$ cat src/fcgi_pkg.sv
// fcgi_pkg: shared types and constants of the record deframer
// request table sizing, status codes, phase codes, table and result structs
// no dependencies
package fcgi_pkg;

   localparam int TABLE_DEPTH = 16;

   localparam logic [2:0] ST_OK        = 3'd0;
   localparam logic [2:0] ST_NOT_FOUND = 3'd1;
   localparam logic [2:0] ST_DUPLICATE = 3'd2;
   localparam logic [2:0] ST_BAD_ROLE  = 3'd3;
   localparam logic [2:0] ST_SHORT     = 3'd4;
   localparam logic [2:0] ST_FULL      = 3'd5;

   localparam logic [7:0]  TYPE_BEGIN    = 8'd1;
   localparam logic [15:0] ROLE_RESPONDER = 16'd1;
   localparam logic [15:0] BEGIN_MIN_LEN  = 16'd8;
   localparam logic [2:0]  HDR_LAST       = 3'd7;

   typedef enum logic [1:0] {
      PH_HEADER = 2'b01,
      PH_BODY   = 2'b10
   } phase_type;

   typedef struct packed {
      logic        insert;
      logic        rel_en;
      logic [15:0] release_id;
      logic [15:0] lookup_id;
   } tbl_cmd_type;

   typedef struct packed {
      logic found;
      logic has_free;
   } tbl_stat_type;

   typedef struct packed {
      logic        content_valid;
      logic [7:0]  content_byte;
      logic [7:0]  record_type;
      logic [15:0] record_id;
      logic        record_done;
      logic [2:0]  status;
   } rsp_item_type;

endpackage

$ cat src/fcgi_table.sv
// fcgi_table: bounded table of open request ids with parallel compare
// lookup, lowest-free insert and release; uses fcgi_pkg
module fcgi_table (
   input  logic                 clock,
   input  logic                 reset,
   input  fcgi_pkg::tbl_cmd_type  cmd,
   output fcgi_pkg::tbl_stat_type stat
);
   import fcgi_pkg::*;

   logic [TABLE_DEPTH-1:0] valid_ff, valid_in;
   logic [15:0]            id_ff [TABLE_DEPTH];
   logic [TABLE_DEPTH-1:0] hit, rel_hit, free_oh;

   always_comb begin
      for (int i = 0; i < TABLE_DEPTH; i++) begin
         hit[i]     = valid_ff[i] && (id_ff[i] == cmd.lookup_id);
         rel_hit[i] = valid_ff[i] && (id_ff[i] == cmd.release_id);
      end
      // lowest clear bit
      free_oh       = ~valid_ff & (valid_ff + TABLE_DEPTH'(1));
      stat.found    = |hit;
      stat.has_free = |(~valid_ff);
   end

   always_comb begin
      priority if (cmd.rel_en) begin
         valid_in = valid_ff & ~rel_hit;
      end else if (cmd.insert) begin
         valid_in = valid_ff | free_oh;
      end else begin
         valid_in = valid_ff;
      end
   end

   always_ff @(posedge clock) begin
      if (reset) begin
         valid_ff <= '0;
      end else begin
         valid_ff <= valid_in;
      end
   end

   always_ff @(posedge clock) begin
      for (int i = 0; i < TABLE_DEPTH; i++) begin
         if (cmd.insert && free_oh[i]) begin
            id_ff[i] <= cmd.lookup_id;
         end
      end
   end

endmodule

$ cat src/fcgi_parse.sv
// fcgi_parse: header collection, record counters and status decision
// drives the request table and forms at most one result per item; uses fcgi_pkg
module fcgi_parse (
   input  logic                   clock,
   input  logic                   reset,
   input  logic                   item_fire,
   input  logic                   item_kind,
   input  logic [7:0]             item_byte,
   input  logic [15:0]            item_release_id,
   output fcgi_pkg::tbl_cmd_type  cmd,
   input  fcgi_pkg::tbl_stat_type stat,
   output logic                   res_valid,
   output fcgi_pkg::rsp_item_type res
);
   import fcgi_pkg::*;

   phase_type   phase_ff, phase_in;
   logic [2:0]  hdr_cnt_ff, hdr_cnt_in;
   logic [7:0]  type_ff, type_in;
   logic [15:0] id_ff, id_in;
   logic [15:0] clen_ff, clen_in;
   logic [7:0]  plen_ff, plen_in;
   logic [16:0] rcnt_ff, rcnt_in;
   logic [15:0] role_ff, role_in;

   logic [16:0] rcnt_inc, total;
   logic [15:0] role_next;
   logic        in_content, finish;

   always_comb begin
      phase_in   = phase_ff;
      hdr_cnt_in = hdr_cnt_ff;
      type_in    = type_ff;
      id_in      = id_ff;
      clen_in    = clen_ff;
      plen_in    = plen_ff;
      rcnt_in    = rcnt_ff;
      role_in    = role_ff;
      role_next  = role_ff;
      finish     = 1'b0;
      in_content = 1'b0;
      rcnt_inc   = rcnt_ff + 17'd1;
      total      = {1'b0, clen_ff} + {9'd0, plen_ff};

      cmd            = '0;
      cmd.lookup_id  = id_ff;
      cmd.release_id = item_release_id;

      res_valid       = 1'b0;
      res             = '0;
      res.record_type = type_ff;
      res.record_id   = id_ff;

      if (item_fire) begin
         if (item_kind) begin
            cmd.rel_en = 1'b1;
         end else begin
            unique case (phase_ff)
               PH_HEADER: begin
                  unique case (hdr_cnt_ff)
                     3'd1:    type_in = item_byte;
                     3'd2:    id_in   = {item_byte, 8'h00};
                     3'd3:    id_in   = {id_ff[15:8], item_byte};
                     3'd4:    clen_in = {item_byte, 8'h00};
                     3'd5:    clen_in = {clen_ff[15:8], item_byte};
                     3'd6:    plen_in = item_byte;
                     default: ;
                  endcase
                  if (hdr_cnt_ff != HDR_LAST) begin
                     hdr_cnt_in = hdr_cnt_ff + 3'd1;
                  end else begin
                     hdr_cnt_in = '0;
                     phase_in   = PH_BODY;
                     rcnt_in    = '0;
                     role_in    = '0;
                     role_next  = '0;
                     if (clen_ff == 16'd0 && plen_ff == 8'd0) begin
                        phase_in  = PH_HEADER;
                        finish    = 1'b1;
                        res_valid = 1'b1;
                     end
                  end
               end
               PH_BODY: begin
                  in_content = rcnt_ff < {1'b0, clen_ff};
                  if (in_content) begin
                     if (rcnt_ff == 17'd0) begin
                        role_next = {item_byte, role_ff[7:0]};
                     end else if (rcnt_ff == 17'd1) begin
                        role_next = {role_ff[15:8], item_byte};
                     end
                  end
                  role_in = role_next;
                  if (rcnt_inc >= total) begin
                     phase_in = PH_HEADER;
                     rcnt_in  = '0;
                     finish   = 1'b1;
                  end else begin
                     rcnt_in = rcnt_inc;
                  end
                  res_valid         = finish || in_content;
                  res.content_valid = in_content;
                  res.content_byte  = in_content ? item_byte : 8'h00;
               end
               default: phase_in = PH_HEADER;
            endcase
         end
      end

      if (finish) begin
         res.record_done = 1'b1;
         priority if (stat.found) begin
            res.status = (type_ff == TYPE_BEGIN) ? ST_DUPLICATE : ST_OK;
         end else if (type_ff != TYPE_BEGIN) begin
            res.status = ST_NOT_FOUND;
         end else if (clen_ff < BEGIN_MIN_LEN) begin
            res.status = ST_SHORT;
         end else if (role_next != ROLE_RESPONDER) begin
            res.status = ST_BAD_ROLE;
         end else if (!stat.has_free) begin
            res.status = ST_FULL;
         end else begin
            res.status = ST_OK;
            cmd.insert = 1'b1;
         end
      end
   end

   always_ff @(posedge clock) begin
      if (reset) begin
         phase_ff   <= PH_HEADER;
         hdr_cnt_ff <= '0;
         type_ff    <= '0;
         id_ff      <= '0;
         clen_ff    <= '0;
         plen_ff    <= '0;
         rcnt_ff    <= '0;
         role_ff    <= '0;
      end else begin
         phase_ff   <= phase_in;
         hdr_cnt_ff <= hdr_cnt_in;
         type_ff    <= type_in;
         id_ff      <= id_in;
         clen_ff    <= clen_in;
         plen_ff    <= plen_in;
         rcnt_ff    <= rcnt_in;
         role_ff    <= role_in;
      end
   end

endmodule

$ cat src/fastcgi_record_deframer.sv
// fastcgi_record_deframer: top level, input register, parser, table, result register
// uses fcgi_pkg, fcgi_parse and fcgi_table
//
//   channel | ports                                    | direction
//   req     | req_valid req_stall req_kind req_data_byte req_release_id | in
//   rsp     | rsp_valid rsp_stall rsp_content_valid ... rsp_status     | out
//
// one item per cycle while no held result is stalled: the header parse,
// counters and a parallel id compare over the table sit between the input
// register and the result register; items without a result still pass
// reset clears the parser state, both register valids and the table
// req_stall rises only while a held result is stalled and the input register is full
module fastcgi_record_deframer (
   input  logic        clock,
   input  logic        reset,
   input  logic        req_valid,
   output logic        req_stall,
   input  logic        req_kind,
   input  logic [7:0]  req_data_byte,
   input  logic [15:0] req_release_id,
   output logic        rsp_valid,
   input  logic        rsp_stall,
   output logic        rsp_content_valid,
   output logic [7:0]  rsp_content_byte,
   output logic [7:0]  rsp_record_type,
   output logic [15:0] rsp_record_id,
   output logic        rsp_record_done,
   output logic [2:0]  rsp_status
);
   import fcgi_pkg::*;

   logic         in_valid_ff, in_valid_in;
   logic         in_kind_ff;
   logic [7:0]   in_byte_ff;
   logic [15:0]  in_rel_ff;
   logic         out_valid_ff, out_valid_in;
   rsp_item_type out_ff;

   logic         advance, req_xfer;
   logic         res_valid;
   rsp_item_type res;
   tbl_cmd_type  cmd;
   tbl_stat_type stat;

   assign advance   = in_valid_ff && (!out_valid_ff || !rsp_stall);
   assign req_stall = in_valid_ff && !advance;
   assign req_xfer  = req_valid && !req_stall;

   always_comb begin
      priority if (req_xfer) begin
         in_valid_in = 1'b1;
      end else if (advance) begin
         in_valid_in = 1'b0;
      end else begin
         in_valid_in = in_valid_ff;
      end
      priority if (advance) begin
         out_valid_in = res_valid;
      end else if (out_valid_ff && !rsp_stall) begin
         out_valid_in = 1'b0;
      end else begin
         out_valid_in = out_valid_ff;
      end
   end

   always_ff @(posedge clock) begin
      if (reset) begin
         in_valid_ff  <= 1'b0;
         out_valid_ff <= 1'b0;
      end else begin
         in_valid_ff  <= in_valid_in;
         out_valid_ff <= out_valid_in;
      end
   end

   always_ff @(posedge clock) begin
      if (req_xfer) begin
         in_kind_ff <= req_kind;
         in_byte_ff <= req_data_byte;
         in_rel_ff  <= req_release_id;
      end
      if (advance && res_valid) begin
         out_ff <= res;
      end
   end

   fcgi_parse u_parse (
      .clock           (clock),
      .reset           (reset),
      .item_fire       (advance),
      .item_kind       (in_kind_ff),
      .item_byte       (in_byte_ff),
      .item_release_id (in_rel_ff),
      .cmd             (cmd),
      .stat            (stat),
      .res_valid       (res_valid),
      .res             (res)
   );

   fcgi_table u_table (
      .clock (clock),
      .reset (reset),
      .cmd   (cmd),
      .stat  (stat)
   );

   assign rsp_valid         = out_valid_ff;
   assign rsp_content_valid = out_ff.content_valid;
   assign rsp_content_byte  = out_ff.content_byte;
   assign rsp_record_type   = out_ff.record_type;
   assign rsp_record_id     = out_ff.record_id;
   assign rsp_record_done   = out_ff.record_done;
   assign rsp_status        = out_ff.status;

endmodule

$ cat config.mk
export PLATFORM = sky130hd
export DESIGN_NAME = fastcgi_record_deframer
export DESIGN_NICKNAME = d
export VERILOG_FILES = /design/src/fcgi_pkg.sv /design/src/fcgi_table.sv /design/src/fcgi_parse.sv /design/src/fastcgi_record_deframer.sv
export SDC_FILE = /design/constraint.sdc
export NUM_CORES = 1
export LEC_CHECK = 0
export BUFFER_PORTS_ARGS = -buffer_cell sky130_fd_sc_hd__buf_2
export CAP_MARGIN = 20
export CELL_PAD_IN_SITES_DETAIL_PLACEMENT = 0
export CELL_PAD_IN_SITES_GLOBAL_PLACEMENT = 2
export CORE_MARGIN = 4
export CORE_UTILIZATION = 36
export CTS_CLUSTER_DIAMETER = 150
export DETAILED_ROUTE_END_ITERATION = 12
export PLACE_DENSITY = 0.67
export SYNTH_ARGS = -nofsm -noshare
export SYNTH_HDL_FRONTEND = slang
export SYNTH_SLANG_ARGS = --single-unit
$ cat constraint.sdc
create_clock -name clock -period 8.3 [get_ports clock]
set_clock_uncertainty 0.1 [all_clocks]
set_input_delay 1.66 -clock clock [delete_from_list [all_inputs] [get_ports clock]]
set_output_delay 1.66 -clock clock [all_outputs]
set_load 0.005 [all_outputs]
==> impl_metrics.tcl, run 1 <==
set metrics [dict create \
    async_reset_ff_frac 0 \
    postCtsSetupRepairBufs 0 \
    ctsHoldBuffers 0 \
    coreArea_sq_um 59400 \
    cts_resized 0 \
    max_stage_delay_ps 670 \
    avgRoutedWirePerCell_um 25.0 \
    fin_util 0.415 \
    vdd_drop_max_mv 0.146 \
    setup_violations 0 \
    dp_slack_ps 1840 \
    critPathRequiredTime_ps 8420 \
    dieArea_sq_um 64200 \
    place.port_buffers 67 \
    dieHeight_um 253 \
    cp-start-kind "flip-flop" \
    endpoint_kind "flip-flop" \
    critical_path_class "flip-flop to flip-flop" \
    ys_types 66 \
    drc_errors 0 \
    rsz0062_at_grt "false" \
    cts_root_buf "clkbuf_16" \
    hold_path.class "flip-flop to flip-flop" \
    ys_ff_latch 422 \
    setup_tns_ps 0 \
    syn_area_per_cell_sq_um 11.8 \
    relSlewSlack 0.348 \
    hold_viol 0 \
    diodes 0 \
    ys_top_cells_by_area "edfxtp_1 44%, xnor2_1 15%, dfxtp_1 9.6%" \
    fin_cells 2724 \
    clock_tree.buffer_depth 3 \
    worstMarginPinSlew_ps 975 \
    cts_tree "yes" \
    path_max_fanout 16 \
    clock_latency_ps 600 \
    cpMaxStageDelayCell "and2_1" \
    numCtsBuffers 49 \
    htreeDepth 2 \
    syn2layout_area_growth_pct 13.7 \
    crit_chain "ha_1, fa_1, a21o_1, a21oi_1, o21bai_1, a21oi_1, o21bai_1, a21oi_1, nor4_1, xnor2_1, ha_1, nand4_1, nor4_1, a2111oi_0, o21bai_1, nor3b_1, buf_4, o21a_1, nor4_2, buf_4, nor3b_1, and2_1" \
    power_density_nw_per_um2 189 \
    drt-total-wl_um 68000 \
    slew_viol_final 0 \
    drive_gt1_frac 0.122 \
    row_count 89 \
    drt_iter0_drc 1157 \
    ant_nets 0 \
    grt_max_degree 69 \
    vias_per_cell 5.36 \
    grt_pass1_wl_um 98600 \
    globalplace.congestion 0.833 \
    grt_antenna_before_repair 1 \
    ys.warnings.count 0 \
    die_w_um 253 \
    power.switching_fraction 0.229 \
    first_pass_iters 7 \
    post-route-period-util 0.741 \
    max_freq_mhz 163 \
    power.share.sequential 0.488 \
    critical_path.top_delay_family "simple AND/OR/NAND/NOR gates" \
    syn_inst 1832 \
    clkPwrFrac 0.465 \
    grt_use_total 0.209 \
    yosysSeqAreaShare 0.536 \
    cp.arrival_ps 6270 \
    yosys.area.top_type "edfxtp_1" \
    vias 14600 \
    path_buf_inv 2 \
    dp_cells 2632 \
    maxCapViolCount 0 \
    p_int_uw 3600 \
    grt-ovfl-total 0 \
    outcome "finished, final reports clean" \
    setup_slack_ps 2150 \
    synthesis.nets 1913 \
    ys.flop_type "edfxtp_1" \
    start_util 0.365 \
    syn_area_sq_um 21700 \
    combPwrFrac 0.047 \
    clock_sinks 422 \
    nets 1993 \
    leakage_uw 0.00779 \
    grt_pass1_vias 14600 \
    cts.clk_slew.worst_paths_ps 60 \
    power_switching_uw 1070 \
    synth_top_area_share 0.440 \
    fin_crit_ps 6150 \
    io_pins 68 \
    synth_edf_count 318 \
    hpwl_um 43500 \
]
worst register-to-register path, cell delays in order (launching register included):
cell,delay [ps]
dfxtp_1,330
ha_1,230
fa_1,480
a21o_1,180
a21oi_1,230
o21bai_1,90
a21oi_1,230
o21bai_1,100
a21oi_1,300
nor4_1,110
xnor2_1,150
ha_1,330
nand4_1,160
nor4_1,360
a2111oi_0,120
o21bai_1,150
nor3b_1,70
buf_4,170
o21a_1,300
nor4_2,410
buf_4,250
nor3b_1,240
and2_1,670
area by class of cell:
type | count | area, sq um
Inverter | 44 | 165
Fill cell | 5620 | 34700
Multi-Input combinational cell | 1269 | 9470
Tap cell | 773 | 967
Clock inverter | 24 | 239
Sequential cell | 422 | 11700
Clock buffer | 66 | 1360
Timing Repair Buffer | 126 | 797
cells in the mapped netlist, types with 25 or more instances:
master and instances:
nor3_1 25, nand3_1 75, nor4_1 74, xor2_1 169, xnor2_1 372, ha_1 51, edfxtp_1 318, nand2_1 54
mux2i_1 31, clkbuf_1 47, a21oi_1 49, nand4_1 85, dfxtp_1 104, inv_1 44, nor2_1 92
power groups by stage:
stage	logic (uW)	clock network [uW]	registers [uW]
2_1_floorplan	140	0	2300
3_3_place_gp	220	0	2320
3_5_place_dp	220	0	2320
4_1_cts	222	2220	2280
5_1_grt	234	2310	2280
6_report	221	2170	2280
logic make-up after synthesis:
group | count (synthesis) | synth area share
and+or+nand+nor | 487 | 0.123
muxes | 32 | 0.0148
DFF | 422 | 0.536
AOI/OAI and AO/OA | 157 | 0.0488
buffers and inverters | 141 | 0.0285
xor gates and xnor gates | 541 | 0.219
adders and majority gates | 52 | 0.0304
sequential cells by signal, summed over array words and instances (netlist names), 2 cells and up:
name and count:
u_parse.id_ff 16, u_table.valid_ff 16, in_rel_ff 16, u_parse.hdr_cnt_ff 3
u_parse.phase_ff 2, u_parse.plen_ff 8, u_parse.clen_ff 16, rsp_record_type 8
in_byte_ff 8, rsp_status 3, u_parse.type_ff 8, u_parse.role_ff 16
rsp_content_byte 8, u_parse.rcnt_ff 17, u_table.id_ff 256, rsp_record_id 16
final timing paths:
kind | start | endpoint | slack [ps] | cells past startpoint
setup / recovery | u_parse.plen_ff[0]$_SDFFE_PP0P_ | u_table.id_ff[0][100]$_DFFE_PP_ | 2150 | 22
hold reg to reg | u_parse.type_ff[0]$_SDFFE_PP0P_ | rsp_record_type[0]$_DFFE_PP_ | 360 | 0
setup reg to reg | u_parse.plen_ff[0]$_SDFFE_PP0P_ | u_table.id_ff[0][100]$_DFFE_PP_ | 2150 | 22
hold / removal | u_parse.type_ff[0]$_SDFFE_PP0P_ | rsp_record_type[0]$_DFFE_PP_ | 360 | 0
stage by stage:
step | hold WS [ps] | area, sq um | total power (uW)
finish | 358 | 24700 | 4670
global route | 377 | 24700 | 4820
detailed placement | 346 | 23000 | 2540
global placement | 350 | 23000 | 2540
CTS | 367 | 24600 | 4720
floorplan | 322 | 21700 | 2440
cell usage in the layout, fill, tap and decap left out, types with 23 or more instances in the layout:
cell type,count
o21ai_0,23
nor4_1,74
mux2i_1,31
nand3_1,75
nor2_1,92
xnor2_1,372
clkbuf_16,49
buf_2,66
ha_1,51
dfxtp_1,88
inv_1,44
edfxtp_1,318
buf_4,57
nand4_1,85
xor2_1,169
a21oi_1,49
nand2_1,53
layer usage:
| layer | global-route usage | vias to the layer above | wire length [um] | share of wire |
|---|---|---|---|---|
| li1 | - | 6721 | - | - |
| met1 | 0.295 | 7408 | 31200 | 0.46 |
| met3 | 0.0306 | 97 | 3420 | 0.050 |
| met2 | 0.338 | 383 | 31600 | 0.47 |
| met4 | 0.0526 | 0 | 1670 | 0.025 |
| met5 | 0 | - | 0 | 0 |
Note: power is estimated with default switching activity, not from simulation.
==> run 2, diff against run 1 <==
ABC_AREA = 1   (was default)
PLACE_DENSITY = 0.72   (was 0.67)
clock period = 6.2 ns   (was 8.3 ns; I/O delays follow)
==> impl_metrics.tcl, run 2 <==
set metrics [dict create \
    design_area_sq_um 25700 \
    drt_iter0_drc 1890 \
    setup_slack_ps 604 \
    postCtsSetupRepairBufs 0 \
    rsz0062_at_grt "false" \
    place.port_buffers 67 \
    largest_register_ff_count 256 \
    power_density_nw_per_um2 249 \
    leakage_uw 0.00994 \
    clkPwrFrac 0.466 \
    cts_root_buf "clkbuf_16" \
    die_w_um 259 \
    yosys.area.top_type "edfxtp_1" \
    coreArea_sq_um 62100 \
    grt-ovfl-total 0 \
    relSlewSlack 0.230 \
    setup_violations 0 \
    synthesis.nets 2511 \
    placed_cell_area_sq_um 24100 \
    critPathRequiredTime_ps 6380 \
    ant_nets 0 \
    mostFrequentLayoutCell "nand2_1" \
    numCtsBuffers 47 \
    drt-total-wl_um 86600 \
    fin_crit_ps 5600 \
    max_freq_mhz 179 \
    ctsHoldBuffers 0 \
    cp.arrival_ps 5780 \
    syn_area_sq_um 22700 \
    vdd_drop_max_mv 0.178 \
    synth_edf_count 318 \
    cts_tree "yes" \
    syn_area_per_cell_sq_um 9.34 \
    grt_pass1_vias 17800 \
    endpoint_kind "flip-flop" \
    grt_max_degree 54 \
    grt_use_total 0.252 \
    clock_sinks 422 \
    drive_gt1_frac 0.122 \
    critical_path_class "flip-flop to flip-flop" \
    start_util 0.366 \
    path_max_fanout 16 \
    synth_common_cells "462 x nand2_1, 318 x edfxtp_1, 243 x nor2_1" \
    min_from "u_parse.type_ff[7]$_SDFFE_PP0P_" \
    globalplace.congestion 0.879 \
    clock_tree.buffer_depth 3 \
    syn_inst 2430 \
    setup_tns_ps 0 \
    drc_errors 0 \
    ys_types 60 \
    ys.flop_type "edfxtp_1" \
    top_register "u_table.id_ff" \
    cts_resized 0 \
    hold_path_depth 0 \
    ys_top_cells_by_area "edfxtp_1 42%, dfxtp_1 9.2%, nand2_1 7.6%" \
    power.share.sequential 0.475 \
    r2r-end "u_table.id_ff[1][120]$_DFFE_PP_" \
    synth_top_area_share 0.421 \
    outcome "finished, final reports clean" \
    vias_per_cell 5.43 \
    io_pins 68 \
    hpwl_um 55500 \
    hold_path.class "flip-flop to flip-flop" \
    grt_pass1_wl_um 123000 \
    hold_viol 0 \
    vias 18400 \
    syn2layout_area_growth_pct 13.2 \
    avgRoutedWirePerCell_um 25.5 \
    fillers 6123 \
    worst-r2r-setup-slack_ps 600 \
    synth_most_common_cell "nand2_1" \
    first_pass_iters 6 \
    power_switching_uw 1490 \
    ys.warnings.count 0 \
    clock_latency_ps 600 \
    nets 2596 \
    ys_ff_latch 422 \
    worstMarginPinSlew_ps 1140 \
    hold_end "rsp_record_type[7]$_DFFE_PP_" \
    slew_viol_final 0 \
    post-route-period-util 0.903 \
    maxCapViolCount 0 \
    cts.clk_slew.worst_paths_ps 60 \
    dp_slack_ps 708 \
    yosysSeqAreaShare 0.512 \
    largest_registers "u_table.id_ff x256, u_parse.rcnt_ff x17" \
    dieHeight_um 259 \
    layout_common_cells "462 x nand2_1, 318 x edfxtp_1, 243 x nor2_1, 216 x inv_1, 178 x xor2_1" \
    async_reset_ff_frac 0 \
    r2r_cells 25 \
    power.switching_fraction 0.232 \
    p_int_uw 4910 \
    dieArea_sq_um 67100 \
    cp-start-kind "flip-flop" \
    combPwrFrac 0.060 \
    regToRegStartpoint "u_parse.clen_ff[0]$_SDFFE_PP0P_" \
    htreeDepth 2 \
    grt_antenna_before_repair 1 \
    row_count 91 \
]
## run 2: cell count changes after synthesis, moves of 46 or more
cell | previous run | this run
nor2_1 | 92 | 243
o22ai_1 | 0 | 89
nor4_1 | 74 | 28
o21ai_0 | 23 | 129
inv_1 | 44 | 216
xnor2_1 | 372 | 94
nand2_1 | 54 | 462
a21oi_1 | 49 | 106
## run 2: worst max path at each step
stage	start	end	slack (ps)	cells after the start
CTS	u_parse.clen_ff[0]$_SDFFE_PP0P_	u_table.id_ff[1][121]$_DFFE_PP_	670	25
finish	u_parse.clen_ff[0]$_SDFFE_PP0P_	u_table.id_ff[1][120]$_DFFE_PP_	600	25
detailed placement	u_parse.clen_ff[0]$_SDFFE_PP0P_	u_table.id_ff[1][124]$_DFFE_PP_	710	25
global placement	u_parse.clen_ff[0]$_SDFFE_PP0P_	u_table.id_ff[1][118]$_DFFE_PP_	830	25
floorplan	u_parse.clen_ff[0]$_SDFFE_PP0P_	u_table.id_ff[1][112]$_DFFE_PP_	630	24
global route	u_parse.clen_ff[0]$_SDFFE_PP0P_	u_table.id_ff[1][112]$_DFFE_PP_	260	25
## run 2: cell type report
cell class,count,area (sq um),area share
antenna,1,2.50,0.0000974
clock buffer,67,1330,0.0519
clock inverter,21,294,0.0114
inverter,238,893,0.0348
multi-input combinational,1676,9680,0.377
sequential,422,11600,0.453
tap,837,1050,0.0407
timing repair buffer,130,808,0.0314
## run 2: layer usage
metal,wire length [um],GRT usage,up-vias
met4,2660,0.0835,0
met5,0,0,-
met2,37900,0.387,754
met3,6090,0.0372,140
li1,-,-,8453
met1,40000,0.367,9057
## run 2: logic make-up after synthesis
family,count (synthesis),share of synthesized area
compound gates,412,0.106
xor+xnor,272,0.105
fa+ha+maj,52,0.0290
buf+inv,332,0.0618
flops,422,0.512
simple gates,940,0.185
## run 2: worst max-delay path, stage by stage (launching register included)
cell and delay [ps]:
dfxtp_1 400, ha_1 240, fa_1 230, nand3_1 90, nand2_1 120, a21o_1 120
a21oi_1 80, o31ai_1 350, nand3_1 160, nand3b_1 230, nor3_1 270, nand3_1 130
ha_1 340, nand2_1 80, inv_1 50, nand3_1 80, nor2_1 140, nand4_1 90
nand4_1 240, nand2_1 120, nand2_1 160, nand2_2 120, nor2_8 270, nand3_4 430
nor4_2 310, buf_4 290
## run 2: power by group through the flow
| stage | registers, uW | logic (uW) | clock network, uW |
|---|---|---|---|
| 2_1_floorplan | 3090 | 207 | 0 |
| 3_3_place_gp | 3100 | 370 | 0 |
| 3_5_place_dp | 3100 | 372 | 0 |
| 4_1_cts | 3040 | 373 | 3030 |
| 5_1_grt | 3040 | 398 | 3140 |
| 6_report | 3040 | 381 | 2980 |
## run 2: stage by stage
| stage | std cells | total power [uW] | hold slack (ps) | utilization |
|---|---|---|---|---|
| floorplan | 2430 | 3290 | 316 | - |
| global placement | 3302 | 3470 | 330 | 0.388 |
| detailed placement | 3302 | 3470 | 336 | 0.388 |
| CTS | 3390 | 6450 | 351 | 0.414 |
| global route | 3391 | 6580 | 353 | 0.414 |
| finish | 3392 | 6400 | 350 | 0.414 |
